File: config.mk
export PLATFORM = sky130hd
export DESIGN_NAME = serial_line_editor_trim_flat
export DESIGN_NICKNAME = d
export VERILOG_FILES = /design/src/sv/slet_pkg.sv /design/src/sv/slet_if.sv /design/src/sv/serial_line_editor_trim.sv /design/src/sv/slet_store.sv /design/src/flat_wrapper.sv
export SDC_FILE = /design/constraint.sdc
export NUM_CORES = 1
export LEC_CHECK = 0
export ABC_AREA = 1
export BUFFER_PORTS_ARGS = -buffer_cell sky130_fd_sc_hd__buf_2
export CAP_MARGIN = 15
export CORE_UTILIZATION = 50
export DETAILED_ROUTE_END_ITERATION = 8
export HOLD_SLACK_MARGIN = 0.15
export PLACE_DENSITY = 0.67
export SYNTH_ARGS = -nofsm -noshare
export SYNTH_HDL_FRONTEND = slang
export SYNTH_SLANG_ARGS = --single-unit
File: constraint.sdc
create_clock -name clk -period 3.5 [get_ports clk]
set_clock_uncertainty 0.15 [all_clocks]
set_input_delay 0.7 -clock clk [delete_from_list [all_inputs] [get_ports clk]]
set_output_delay 0.7 -clock clk [all_outputs]
set_load 0.005 [all_outputs]
File: src/sv/slet_pkg.sv
`timescale 1ns / 1ps

package slet_pkg;

	// Line store geometry
	localparam int DEPTH = 64;
	localparam int AW    = $clog2(DEPTH);
	localparam int BW    = 8;

	// Special input bytes
	localparam logic [BW-1:0] CH_CR  = 8'd13;
	localparam logic [BW-1:0] CH_LF  = 8'd10;
	localparam logic [BW-1:0] CH_BS  = 8'd8;
	localparam logic [BW-1:0] CH_DEL = 8'd127;
	localparam logic [BW-1:0] CH_NUL = 8'd0;
	localparam logic [BW-1:0] CH_SP  = 8'd32;
	localparam logic [BW-1:0] CH_TAB = 8'd9;

	// Register map
	localparam int            CFG_DW        = 32;
	localparam int            CFG_AW        = 3;
	localparam logic          REG_OUT_LIMIT = 1'b0;
	localparam logic [BW-1:0] OUT_LIMIT_RST = 8'd63;

	// Store access request, one write and one read port
	typedef struct packed {
		logic          we;
		logic [AW-1:0] waddr;
		logic [BW-1:0] wdata;
		logic          re;
		logic [AW-1:0] raddr;
	} mem_req_t;

	// Space, tab, LF, VT, FF, CR
	function automatic logic is_blank(input logic [BW-1:0] c);
		return (c == CH_SP) || ((c >= CH_TAB) && (c <= CH_CR));
	endfunction

endpackage

File: src/sv/slet_if.sv
`timescale 1ns / 1ps

// Received byte channel
interface slet_rx_if;
	import slet_pkg::*;
	logic          valid;
	logic          ready;
	logic [BW-1:0] rx_byte;
	modport source (output valid, output rx_byte, input ready);
	modport sink   (input valid, input rx_byte, output ready);
endinterface

// Trimmed line channel
interface slet_line_if;
	import slet_pkg::*;
	logic          valid;
	logic          ready;
	logic [BW-1:0] line_char;
	logic          line_last;
	logic          line_empty;
	modport source (output valid, output line_char, output line_last, output line_empty,
		input ready);
	modport sink   (input valid, input line_char, input line_last, input line_empty,
		output ready);
endinterface

File: src/sv/serial_line_editor_trim.sv
`timescale 1ns / 1ps

// Channel  Dir  Payload                                  Handshake
// rx       in   rx_byte[7:0]                             valid/ready
// line     out  line_char[7:0], line_last, line_empty    valid/ready
// apb      in   paddr[2:0], pwdata[31:0] -> prdata       psel/penable, pready tied high
//
// An edit byte (store, backspace, delete, ignored terminator) leaves the block idle.
// A line end scans the store up to min(fill, out_limit) or the first zero byte, with
// a read and a check state per character, then emits each character through a read
// and a load state; the single read port of the line store sets this pace. Output stalls hold the load state.
// Reset: out_limit 63, fill count zero; the store itself is not cleared.
// A new byte is taken once the last result of a line sits in the output register.

module serial_line_editor_trim
	import slet_pkg::*;
(
	input  logic                clk,
	input  logic                arst_n,
	input  logic                psel,
	input  logic                penable,
	input  logic                pwrite,
	input  logic [CFG_AW-1:0]   paddr,
	input  logic [CFG_DW-1:0]   pwdata,
	output logic [CFG_DW-1:0]   prdata,
	output logic                pready,
	slet_rx_if.sink             rx,
	slet_line_if.source         line
);

	localparam logic [2:0] ST_IDLE     = 3'd0;
	localparam logic [2:0] ST_SCAN_RD  = 3'd1;
	localparam logic [2:0] ST_SCAN_CHK = 3'd2;
	localparam logic [2:0] ST_EMIT_RD  = 3'd3;
	localparam logic [2:0] ST_EMIT_LD  = 3'd4;
	localparam logic [2:0] ST_EMPTY    = 3'd5;

	logic [2:0]    state_q;
	logic [BW-1:0] out_limit_q;
	logic [AW-1:0] fill_q;
	logic [AW-1:0] lim_q;
	logic [AW-1:0] idx_q;
	logic [AW-1:0] first_q;
	logic [AW-1:0] last_q;
	logic          found_q;
	logic          out_v_q;
	logic [BW-1:0] out_char_q;
	logic          out_last_q;
	logic          out_empty_q;

	mem_req_t      req;
	logic [BW-1:0] rdata;
	logic          rx_take;
	logic          is_term;
	logic          is_erase;
	logic          out_free;
	logic [AW-1:0] lim_next;

	// Config port
	assign pready = 1'b1;
	assign prdata = (paddr[2] == REG_OUT_LIMIT) ? CFG_DW'(out_limit_q) : '0;

	always_ff @(posedge clk or negedge arst_n) begin
		if (!arst_n) begin
			out_limit_q <= OUT_LIMIT_RST;
		end else if (psel && penable && pwrite && pready && (paddr[2] == REG_OUT_LIMIT)) begin
			out_limit_q <= pwdata[BW-1:0];
		end
	end

	// Input decode
	assign rx.ready = (state_q == ST_IDLE);
	assign rx_take  = rx.valid && rx.ready;
	assign is_term  = (rx.rx_byte == CH_CR) || (rx.rx_byte == CH_LF);
	assign is_erase = (rx.rx_byte == CH_BS) || (rx.rx_byte == CH_DEL);
	assign out_free = !out_v_q || line.ready;
	assign lim_next = ({{(BW-AW){1'b0}}, fill_q} <= out_limit_q) ? fill_q
		: out_limit_q[AW-1:0];

	// Store requests
	always_comb begin
		req.we    = rx_take && !is_term && !is_erase && (fill_q != AW'(DEPTH - 1));
		req.waddr = fill_q;
		req.wdata = rx.rx_byte;
		req.re    = ((state_q == ST_SCAN_RD) && (idx_q != lim_q)) || (state_q == ST_EMIT_RD);
		req.raddr = (state_q == ST_EMIT_RD) ? first_q : idx_q;
	end

	slet_store u_store (
		.clk   (clk),
		.req   (req),
		.rdata (rdata)
	);

	// Control sequencer
	always_ff @(posedge clk or negedge arst_n) begin
		if (!arst_n) begin
			state_q <= ST_IDLE;
			fill_q  <= '0;
			lim_q   <= '0;
			idx_q   <= '0;
			first_q <= '0;
			last_q  <= '0;
			found_q <= 1'b0;
		end else begin
			unique case (state_q)
				ST_IDLE: begin
					if (rx_take) begin
						if (is_term) begin
							if (fill_q != '0) begin
								lim_q   <= lim_next;
								idx_q   <= '0;
								found_q <= 1'b0;
								fill_q  <= '0;
								state_q <= ST_SCAN_RD;
							end
						end else if (is_erase) begin
							if (fill_q != '0) begin
								fill_q <= fill_q - AW'(1);
							end
						end else if (req.we) begin
							fill_q <= fill_q + AW'(1);
						end
					end
				end
				ST_SCAN_RD: begin
					if (idx_q == lim_q) begin
						state_q <= found_q ? ST_EMIT_RD : ST_EMPTY;
					end else begin
						state_q <= ST_SCAN_CHK;
					end
				end
				ST_SCAN_CHK: begin
					// a zero byte ends the text
					if (rdata == CH_NUL) begin
						state_q <= found_q ? ST_EMIT_RD : ST_EMPTY;
					end else begin
						if (!is_blank(rdata)) begin
							if (!found_q) begin
								first_q <= idx_q;
							end
							found_q <= 1'b1;
							last_q  <= idx_q + AW'(1);
						end
						idx_q   <= idx_q + AW'(1);
						state_q <= ST_SCAN_RD;
					end
				end
				ST_EMIT_RD: begin
					state_q <= ST_EMIT_LD;
				end
				ST_EMIT_LD: begin
					if (out_free) begin
						first_q <= first_q + AW'(1);
						state_q <= ((first_q + AW'(1)) == last_q) ? ST_IDLE : ST_EMIT_RD;
					end
				end
				ST_EMPTY: begin
					if (out_free) begin
						state_q <= ST_IDLE;
					end
				end
				default: begin
					state_q <= ST_IDLE;
				end
			endcase
		end
	end

	// Output register
	always_ff @(posedge clk or negedge arst_n) begin
		if (!arst_n) begin
			out_v_q <= 1'b0;
		end else if (((state_q == ST_EMIT_LD) || (state_q == ST_EMPTY)) && out_free) begin
			out_v_q <= 1'b1;
		end else if (line.ready) begin
			out_v_q <= 1'b0;
		end
	end

	always_ff @(posedge clk) begin
		if ((state_q == ST_EMIT_LD) && out_free) begin
			out_char_q  <= rdata;
			out_last_q  <= ((first_q + AW'(1)) == last_q);
			out_empty_q <= 1'b0;
		end else if ((state_q == ST_EMPTY) && out_free) begin
			out_char_q  <= CH_NUL;
			out_last_q  <= 1'b1;
			out_empty_q <= 1'b1;
		end
	end

	assign line.valid      = out_v_q;
	assign line.line_char  = out_char_q;
	assign line.line_last  = out_last_q;
	assign line.line_empty = out_empty_q;

endmodule

File: src/sv/slet_store.sv
`timescale 1ns / 1ps

module slet_store
	import slet_pkg::*;
(
	input  logic          clk,
	input  mem_req_t      req,
	output logic [BW-1:0] rdata
);

	logic [BW-1:0] mem [DEPTH];

	// Single write port, registered read port
	always_ff @(posedge clk) begin
		if (req.we) begin
			mem[req.waddr] <= req.wdata;
		end
		if (req.re) begin
			rdata <= mem[req.raddr];
		end
	end

endmodule

File: src/flat_wrapper.sv
// flat-port wrapper written by rule: the top's interface ports become plain ports
module serial_line_editor_trim_flat import slet_pkg::*;
  (clk, arst_n, psel, penable, pwrite, paddr, pwdata, prdata, pready, rx_valid, rx_rx_byte, rx_ready, line_valid, line_line_char, line_line_last, line_line_empty, line_ready);
  slet_rx_if rx_i ();
  slet_line_if line_i ();
  input  logic clk;
  input  logic arst_n;
  input  logic psel;
  input  logic penable;
  input  logic pwrite;
  input  logic [CFG_AW-1:0] paddr;
  input  logic [CFG_DW-1:0] pwdata;
  output logic [CFG_DW-1:0] prdata;
  output logic pready;
  input wire logic [$bits(rx_i.valid)-1:0] rx_valid;
  input wire logic [$bits(rx_i.rx_byte)-1:0] rx_rx_byte;
  output wire logic [$bits(rx_i.ready)-1:0] rx_ready;
  output wire logic [$bits(line_i.valid)-1:0] line_valid;
  output wire logic [$bits(line_i.line_char)-1:0] line_line_char;
  output wire logic [$bits(line_i.line_last)-1:0] line_line_last;
  output wire logic [$bits(line_i.line_empty)-1:0] line_line_empty;
  input wire logic [$bits(line_i.ready)-1:0] line_ready;
  assign rx_i.valid = rx_valid;
  assign rx_i.rx_byte = rx_rx_byte;
  assign rx_ready = rx_i.ready;
  assign line_valid = line_i.valid;
  assign line_line_char = line_i.line_char;
  assign line_line_last = line_i.line_last;
  assign line_line_empty = line_i.line_empty;
  assign line_i.ready = line_ready;
  serial_line_editor_trim u_core (.clk(clk), .arst_n(arst_n), .psel(psel), .penable(penable), .pwrite(pwrite), .paddr(paddr), .pwdata(pwdata), .prdata(prdata), .pready(pready), .rx(rx_i), .line(line_i));
endmodule
# Word-level counts from Yosys, hierarchy flattened
# Memories as Yosys holds them, arrays and structs flattened. A register that Yosys moved wholly into a read port is not among the register bits.
# Index checks and enable logic that the tools add are counted.
[totals] mem_bits_rw=512 latchBits=0 register_bits=53 output_inout_bits=45 in_bits=50 wordCells=124 mem_count=1 rom_bits=0
[memory_table] name="u_core.u_store.mem" depth=64 word_bits=8 read_ports=1 rd_ports_with_merged_regs=1 write_ports=1 line_no="slet_store.sv:11" text="logic [BW-1:0] mem [DEPTH];"
[classes] bitwise=3 order_cmp=3 multipliers=0 mux=41 shift=0 add_sub_neg=4 n_eq_ne=24 div_mod_pow=0 n_reduce_logical=36
[op_table] op="$mux 6" count=14
[op_table] op="$eq 8x4->1 const B" count=3
[op_table] op="$mux 3" count=8
[op_table] op="$mux 8" count=3
[op_table] op="$pmux 6 s2" count=2
[op_table] op="$reduce_and 5->1" count=4
[op_table] op="$add 6x1->6 const B" count=3
[op_table] op="$pmux 3 s6" count=1
[op_table] op="$ne 2x2->1 const B" count=8
[op_table] op="$eq 6x6->1" count=2
[op_table] op="$logic_and 1x1->1" count=12
[op_table] op="$mux 1" count=11
[op_table] op="$eq 8x6->1 const B" count=1
[op_table] op="$eq 8x7->1 const B" count=1
[op_table] op="$ge 8x4->1 const B" count=1
[op_table] op="$le 6x8->1" count=1
[op_table] op="$le 8x4->1 const B" count=1
[op_table] op="$logic_not 8->1" count=1
[op_table] op="$reduce_bool 2->1" count=4
[op_table] op="$eq 3x2->1 const B" count=2
[op_table] op="$eq 3x3->1 const B" count=2
[op_table] op="$logic_or 1x1->1" count=6
[op_table] op="$ne 6x6->1" count=1
[op_table] op="$ne 6x6->1 const B" count=1
[op_table] op="other kinds (13)" count=18

# Longest topological paths before layout
# Gate-level depths: netlist of the first run.
[logic_depth] word_depth=9 depth_mapped=14 ltp_nobuf=14

# Cells and area by module
# Synthesis of the first run repeated with hierarchy kept, for this count alone.
[hier_totals] cells_unflattened=2303 area_unflattened_um2=25087.8
[by_module_without_submodules] mod="slet_store" area_each_um2=21419.3 seq_area_each_um2=15615.0 n_inst=1 cells_each=1805
[by_module_without_submodules] mod="serial_line_editor_trim" area_each_um2=3668.5 seq_area_each_um2=1373.8 n_inst=1 cells_each=498

# Least setup slack after synthesis of the first run
# No wires, ideal clock.
[synth_path] kind="input-to-reg" from="input rx_rx_byte[2]" to="memory u_core.u_store.mem[10][0], enable pin" slack_ps=845 path_stages=10 setup_time_ps=371 path_buffers=0 required_time_ps=2979 arrival_time_ps=2134 path_cell_list="inv_1 -> nand2_1 -> nor3_1 -> nand2_1 -> nand2_1 -> nor2_1 -> nand2_1 -> nor2_2 -> nand4_1 -> nor2_1"
[synth_between] elab_chain_cells=8 word_cells_on_any_way=13 classes_between="eq/ne: 4; mux: 2; reduce/logical: 7"
[synth_rtl] element="start: declaration" line_no="flat_wrapper.sv:16" text="input wire logic [$bits(rx_i.rx_byte)-1:0] rx_rx_byte;"
[synth_rtl] element="$eq 8x4->1" line_no="serial_line_editor_trim.sv:74" text="assign is_term = (rx.rx_byte == CH_CR) || (rx.rx_byte == CH_LF);"
[synth_rtl] element="$logic_or 1x1->1" line_no="serial_line_editor_trim.sv:74"
[synth_rtl] element="$logic_not 1->1" line_no="serial_line_editor_trim.sv:82" text="req.we = rx_take && !is_term && !is_erase && (fill_q != AW'(DEPTH - 1));"
[synth_rtl] element="$logic_and 1x1->1" line_no="serial_line_editor_trim.sv:82"
[synth_rtl] element="$logic_and 1x1->1 (*) (2 in a row)" line_no="serial_line_editor_trim.sv:82"
[synth_rtl] element="$mux 1 (*)" line_no="slet_store.sv:15" text="if (req.we) begin"
[synth_rtl] element="$mux 1 (not written as such) (*)" line_no="slet_store.sv:16" text="mem[req.waddr] <= req.wdata;"
[synth_rtl] element="end: declaration" line_no="slet_store.sv:11"
# Mark *: on every way between the ends. The rest lies on a longest branch, timed or not.

# Final worst setup path of the first run
[layout_path] from="register u_core.state_q[0]" to="register u_core.u_store.rdata[3] (read register of u_core.u_store.mem) (data pin)"
[layout_between] elab_chain_cells=3 word_cells_on_any_way=5 classes_between="eq/ne: 2; mux: 1; reduce/logical: 2"
[layout_rtl] element="start: declaration" line_no="serial_line_editor_trim.sv:38" text="logic [2:0] state_q;"
[layout_rtl] element="start signal: assignment" line_no="serial_line_editor_trim.sv:128" text="state_q <= found_q ? ST_EMIT_RD : ST_EMPTY;"
[layout_rtl] element="start signal: assignment" line_no="serial_line_editor_trim.sv:136" text="state_q <= found_q ? ST_EMIT_RD : ST_EMPTY;"
[layout_rtl] element="start signal: assignment" line_no="serial_line_editor_trim.sv:155" text="state_q <= ((first_q + AW'(1)) == last_q) ? ST_IDLE : ST_EMIT_RD;"
[layout_rtl] element="$eq 3x1->1" line_no="serial_line_editor_trim.sv:85" text="req.re = ((state_q == ST_SCAN_RD) && (idx_q != lim_q)) || (state_q == ST_EMIT_RD);"
[layout_rtl] element="$logic_and 1x1->1" line_no="serial_line_editor_trim.sv:85"
[layout_rtl] element="$logic_or 1x1->1" line_no="serial_line_editor_trim.sv:85"
[layout_rtl] element="end: declaration" line_no="slet_store.sv:8" text="output logic [BW-1:0] rdata"
# Several ways; a longest one is shown, not always the timed one.
# A chain may end at the register's enable or synchronous reset.

==> results of run 1 <==
[metal layers]
metal,track usage [%],share of wire [%],wire [µm],vias up
li1,-,-,-,8738
met1,34.14,42,27250,8784
met2,39.52,47,30690,774
met3,3.039,7.3,4795,144
met4,10.99,4.0,2592,0
met5,0,0,0,-
[cell usage in the layout, fill, tap and decap left out, types with 2 or more instances in the layout]
cell             n
nand4_1         11
inv_2            3
buf_12          13
clkinv_2        10
bufinv_16        5
edfxtp_1       529
dlygate4sd3_1    4
nand2_1        606
xnor2_1          6
o22ai_1          2
nand2_2          4
dfrtp_1         37
nand3_1        526
clkinvlp_4       3
a21oi_1         18
nor3_1           5
nor2_2           4
nand3b_1        37
o21ai_0         25
o21ai_1          3
buf_4          105
nor2_1         114
o21ai_2          2
dfstp_2          6
buf_2           43
inv_1          504
xor2_1          13
o21ai_4          3
clkbuf_1        12
clkbuf_16       59
ha_1            12
conb_1          33
o211ai_1         7
clkinv_1        15
[worst min-delay path: cells and delay by family]
family | cells | cell delay (ps)
AND/OR/NAND/NOR | 1 | 100
buffers and inverters | 1 | 100
AO/OA/AOI/OAI | 1 | 50
[metrics by stage]
step                hold WS [ps]  total power [µW]
global route               179.5             24130
CTS                        151.2             22940
floorplan                  254.4             13870
global placement           309.0             16810
finish                     185.9             22950
detailed placement         309.6             16990
[area by class of cell]
type	instances	area share (%)
clock inverter	32	0.9489
clock buffer	71	5.151
inverter	509	6.468
sequential	573	57.52
timing repair buffer	165	4.414
multi-input combinational	1443	22.62
tap	680	2.880
[power by group through the flow]
stage / combinational, µW / clock, µW / sequential (µW)
after CTS: 8630 / 6060 / 8250
final: 8730 / 5970 / 8250
after global placement: 8440 / 0 / 8370
after detailed placement: 8600 / 0 / 8390
after floorplan: 5610 / 0 / 8260
after global routing: 9520 / 6320 / 8290
[flip-flops by register name, indices dropped and copies added (netlist names)]
signal and cells:
u_core.out_limit_q 8, u_core.u_store.mem 512, u_core.u_store.rdata 8, u_core.state_q 3, u_core.last_q 6, u_core.first_q 6, u_core.idx_q 6, u_core.found_q 1
u_core.line.line_last 1, u_core.fill_q 6, u_core.line.line_char 8, u_core.lim_q 6, u_core.line.valid 1, u_core.line.line_empty 1
[repair_timing]
| action | 4_1_cts | 5_1_grt |
|---|---|---|
| hold buffers | 4 | 0 |
| hold endpoints to repair | 40 | 0 |
| setup buffers | 0 | 0 |
[final timing paths]
kind                                        start                 endpoint  slack (ps)  depth (start not counted)
setup / recovery                u_core.state_q[0]  u_core.u_store.rdata[3]         250                         10
hold / removal                          pwdata[5]    u_core.out_limit_q[5]         190                          3
setup reg to reg                u_core.state_q[0]  u_core.u_store.rdata[3]         250                         10
hold reg to reg            u_core.line.line_empty   u_core.line.line_empty         330                          2
max in group asynchronous                  arst_n    u_core.out_limit_q[6]        1950                          2
min in group asynchronous                  arst_n        u_core.first_q[0]         660                          2
[cells by family (layout without fill, tap and decap cells)]
kind of cell,count (synthesis),after routing
xor gates and xnor gates,19,19
AOI/OAI and AO/OA,66,66
and+or+nand+nor,1312,1312
other,2,33
DFF,573,573
adders and majority gates,13,13
buffers and inverters,652,777
==> impl_results.md, run 1 <==
- Synthesized area: 0.02612 mm²
- First-pass GRT wire length: about 100000 µm
- Nets: between 2000 and 3000
- Synthesis-stage register bit count: about 570
- Number of synthesized flops with an enable pin: roughly 530
- WL/cell: approximately 19 µm
- Crit Path Class: flip-flop to flip-flop
- Placer Congestion: 0.9565
- CP arrival: 3440 ps
- Placed insts: 3366
- Crit-path most repeated cell: nand3_1
- P_sw: around 9000 µW
- Leakage power figure: 0.01286 µW
- Slew @ Worst Pin: 973.5 ps
- Largest fanout on the critical path: 64
- Critical Path RT: 3690 ps
- Min-delay worst type: input pin to flip-flop
- CTS root buf: clkbuf_16
- Peak Freq: approximately 310 MHz
- First-pass iteration count of the detailed router: 7
- Die footprint: ~0.053 mm²
- Initial Util: 50.71%
- Crit end category: flip-flop
- Final-report setup violation count: 0
- Dpl cell area: 0.02770 mm²
- Largest net degree at the start of global routing: 81
- Mean Syn Cell Area: 9.905 µm²
- Post-route cell area: 0.02954 mm²
- Setup TNS: 0 ps
- DP Worst Slack: 144.1 ps
- Top post-synthesis cells by area: edfxtp_1, nand3_1, nand2_1
- DRC: 0
- Clock Tree Buf Depth: 3
- Share of layout cells above drive strength 1: a little under a tenth
- Clk_lat worst skew: 630 ps
- Top-count cell post-synth: nand2_1
- Largest family of logic cells by synthesized area: simple AND/OR/NAND/NOR gates
- Max Cap Violations: 0
- Bufs and invs on worst path: 2
- Area grow syn2layout: 13.09%
- GRT Residual Overflow: 0
- Total length of routed wires: 65330 µm
- Simple-Gate Fraction of Synth Area: 22.16%
- Clock sink total: around 570
- Synth async-reset ratio: 7.504%
- Switching part of the total: about 40%
- H-tree Lvls: 2
- Core area: 0.05151 mm²
- Worst setup SP type: flip-flop
- Setup WS post-layout: 250.9 ps
- N_diodes: 0
- Sequential area share after synthesis: between 60% and 70%
- RSZ-0062 raised after global routing: false
- Post-synthesis mux area share: 0%
- Buffers added on ports: 43
- Flop pwr share: 36.0%
- Final HPWL from detailed placement: 40160 µm
- TritonCTS Buffers: 58
- CP Cell Sequence: nand3_2 > buf_4 > nand2_1 > o21ai_4 > buf_4 > nand3_1 > nand3_1 > nand3_1 > nand3_1 > nand2_1
- Filler instances: 4311
- Cells after Synth: 2637
- Post-synth top area cell: edfxtp_1
- CP max-delay cell: buf_4
- Vias in the first global route: 17241
- Syn. warnings: 0
- Std cell rows: 83
- Synth cell types: 39
- # IOs: 95
- Slowest stage delay, CP: 680 ps
- Initial antenna violation count: 0
- Vias/cell: around 5.3
- P_int: approximately 14000 µW
- CTS tree: yes
- Non-Filler Instances: 3473
- Post-Synth Adder-Cell Area: less than 1%
- Pwr dens: 777.1 mW/mm²
- Final Hold Fails: 0
- Clock transition at path regs: 60 ps
- CP delay by family, top: simple AND/OR/NAND/NOR gates
- Tcrit/Tclk final: 92.83%
- Register area: ~0.017 mm²
- Die Y-Extent: about 230 µm
- Logic pwr share: 38.0%
- Total GRT Usage: 24.76%
- Util after Layout: 57.34%
- Initial drt markers: 2250
- Chip Width: 230.6 µm
- Synth cell count leaders: nand2_1, edfxtp_1, nand3_1
- Slew Viols, Final: 0
- Worst vdd ir: 0.0006017 V
- Xor/xnor share of the synthesized area: less than 1%
- Compound-gate portion of the synthesized area: around 1.4%
- Synth top area share: around three fifths
- Status: finished, final reports clean
- Vias post-DR: 18440
- Post-synth top flop: edfxtp_1
- Resized cells post-CTS: 0
- Fin crit period: 3249 ps
- Multi-input logic area: 0.006681 mm²
- Power share of the clock group: 26.0%
- Number of routed nets with antenna violations: 0
- Rel. slew slack: 35.10%
No activity file was read; power rests on OpenSTA's default activity.
==> run 2: changes to the inputs <==
==> constraint.sdc (replaced) <==
create_clock -name clk -period 3.5 [get_ports clk]
set_clock_uncertainty 0.15 [all_clocks]
set_input_delay 1.05 -clock clk [delete_from_list [all_inputs] [get_ports clk]]
set_output_delay 1.05 -clock clk [all_outputs]
set_load 0.05 [all_outputs]
==> run 2 against run 1 <==
Net effect: worst hold slack better by 140 ps; routed wire length up 1.2%; die area is the same; largest power group unchanged; clock-buffer cell count decreased by 8; final cell count about the same; non-clock buffer count is 2 lower; flip-flop and latch count is the same; highest routed layer is now met5; final area increased by 0.25%; sequential power hardly changed; global-route usage up 0.50 points; first-iteration DRC count down 12%; sequential share of layout area shrank 0.14 points; critical endpoint is now rx_ready.
==> impl_results.md, run 2 (synthesized netlist as in run 1, its figures left out) <==
- Pwr dens: 786.5 mW/mm² (+1.2%)
- Die footprint: 0.05316 mm² (unchanged)
- Crit end category: primary output
- Max reg flops: 512 (unchanged)
- First-pass iteration count of the detailed router: 6 (-1)
- Most frequent cells in the layout: nand2_1, edfxtp_1, nand3_1, inv_1, nor2_1
- Final Hold Fails: 0 (unchanged)
- Total length of routed wires: 66120 µm (+1.2%)
- Setup TNS: 0 ps (unchanged)
- Status: finished, final reports clean
- Vias post-DR: 18487 (+0.25%)
- N_diodes: 0 (unchanged)
- Initial Util: 50.71% (unchanged)
- Largest fanout on the critical path: 7 (-89%)
- Util after Layout: 57.49% (+0.14 points)
- Peak Freq: 325.0 MHz (+5.6%)
- Max Cap Violations: 0 (unchanged)
- Chip Width: 230.6 µm (unchanged)
- Hold path cells: 2 (-1)
- Critical Path RT: 2300 ps (-1390 ps)
- Total GRT Usage: 25.26% (+0.50 points)
- Worst R2R Start: u_core.state_q[2]
- Min-delay worst type: flip-flop to flip-flop
- CTS tree: yes
- Post-CTS Hold Buffers: 0 (-4)
- Critical Path Source: u_core.state_q[0]
- CTS root buf: clkbuf_16
- Share of layout cells above drive strength 1: 9.878% (+0.43 points)
- Slew Viols, Final: 0 (unchanged)
- GRT Residual Overflow: 0 (unchanged)
- Final-report setup violation count: 0 (unchanged)
- CP Capture Point: rx_ready
- Placer Congestion: 0.9672 (+1.1%)
- P_sw: 9183 µW (+2.5%)
- FF-to-FF End: u_core.u_store.rdata[0]
- Core area: 0.05151 mm² (unchanged)
- Vias/cell: 5.322 (+0.23%)
- Slew @ Worst Pin: 979.5 ps (+5.965 ps)
- Most common cell after layout, fill and taps aside: nand2_1
- Worst R2R Path Depth: 11 (+1)
- TritonCTS Buffers: 57 (-1.7%)
- DRC: 0 (unchanged)
- Logic pwr share: 37.6% (-0.4 points)
- Tcrit/Tclk final: 87.92% (-4.9 points)
- Crit Path Class: flip-flop to primary output
- P_int: 14110 µW (+0.84%)
- Vias in the first global route: 17775 (+3.1%)
- Buffers added on ports: 43 (unchanged)
- Initial drt markers: 1988 (-12%)
- Largest net degree at the start of global routing: 86 (+6.2%)
- Leakage power figure: 0.01290 µW (+0.27%)
- Die Y-Extent: 230.6 µm (unchanged)
- Clock Tree Buf Depth: 3 (unchanged)
- Clock transition at path regs: 60 ps (about the same)
- Worst vdd ir: 0.0006017 V (about the same)
- Largest register by flop count: u_core.u_store.mem
- WL/cell: 19.03 µm (+1.2%)
- Power share of the clock group: 26.9% (+0.9 points)
- Flop pwr share: 35.4% (-0.6 points)
- Area grow syn2layout: 13.37%
- Post-CTS Setup Repair Bufs: 0 (unchanged)
- Clock sink total: 573 (unchanged)
- # IOs: 95 (unchanged)
- Worst reg2reg setup slack: 440 ps (+190 ps)
- H-tree Lvls: 2 (unchanged)
- Worst setup SP type: flip-flop
- RSZ-0062 raised after global routing: false
- Fin crit period: 3077 ps (-171.8 ps)
- Final HPWL from detailed placement: 40920 µm (+1.9%)
- Nets: 2810 (-0.11%)
- First-pass GRT wire length: 101300 µm (+1.8%)
- Resized cells post-CTS: 0 (unchanged)
- Initial antenna violation count: 1 (+1)
- CP arrival: 1880 ps (-1560 ps)
- Hold Crit Start: u_core.line.line_empty
- Clk_lat worst skew: 620 ps (about the same)
- Switching part of the total: 39.43% (+0.38 points)
- Number of routed nets with antenna violations: 0 (unchanged)
- Std cell rows: 83 (unchanged)
- Rel. slew slack: 34.70% (-0.40 points)
run 2: cell count changes in the layout (fill, tap and decap cells not counted):
cell and change:
buf_12 -1, buf_4 +3, bufinv_16 +4, clkbuf_1 -6, clkbuf_16 -2, clkinv_1 -1, clkinv_2 -1, clkinv_4 +1
clkinvlp_4 +5, dlygate4sd3_1 -4, inv_6 +3
run 2: worst min-delay path by stage:
stage | to | slack (ps)
2_1_floorplan | u_core.last_q[5] | 310
3_3_place_gp | u_core.line.line_empty | 310
3_5_place_dp | u_core.line.line_empty | 310
4_1_cts | u_core.line.line_empty | 330
5_1_grt | u_core.last_q[1] | 370
6_report | u_core.line.line_empty | 330
run 2: area by class of cell:
cell class / count / area, µm²
fill: 4293 / 21900
sequential: 573 / 16990
multi-input combinational: 1443 / 6681
inverter: 509 / 1911
clock buffer: 63 / 1449
timing repair buffer: 163 / 1266
tap: 680 / 850.8
clock inverter: 43 / 464.2
run 2: power groups by stage:
stage          Clock (µW)  Sequential, µW  Combinational [µW]
2_1_floorplan           0            8350                5740
3_3_place_gp            0            8370                8470
3_5_place_dp            0            8380                8630
4_1_cts              6360            8240                8670
5_1_grt              6610            8290                9550
6_report             6280            8250                8770
run 2: through the flow:
stage | power, µW | cells | hold WS, ps | worst slack (ps) | area, µm²
CTS | 23270 | 3474 | 330.2 | 403.5 | 29610
global placement | 16840 | 3368 | 308.8 | 61.82 | 27700
finish | 23290 | 3474 | 327.0 | 422.7 | 29610
floorplan | 14090 | 2668 | 305.1 | 404.9 | 26240
detailed placement | 17010 | 3368 | 309.3 | 41.25 | 27700
global route | 24460 | 3474 | 371.8 | 326.7 | 29610
run 2: worst max-delay path: stages, from the launching register on:
cell and delay, ps:
dfrtp_1 470, nor2_1 220, inv_2 90, nor2_2 190
buf_2 300
run 2: routing by layer:
| layer | global-route usage, % | vias to the layer above | part of all wire (%) |
|---|---|---|---|
| met5 | 0 | - | 0.014 |
| met4 | 9.727 | 2 | 3.5 |
| met3 | 3.458 | 149 | 7.9 |
| met2 | 41.22 | 748 | 47 |
| met1 | 34.42 | 8836 | 41 |
| li1 | - | 8752 | - |
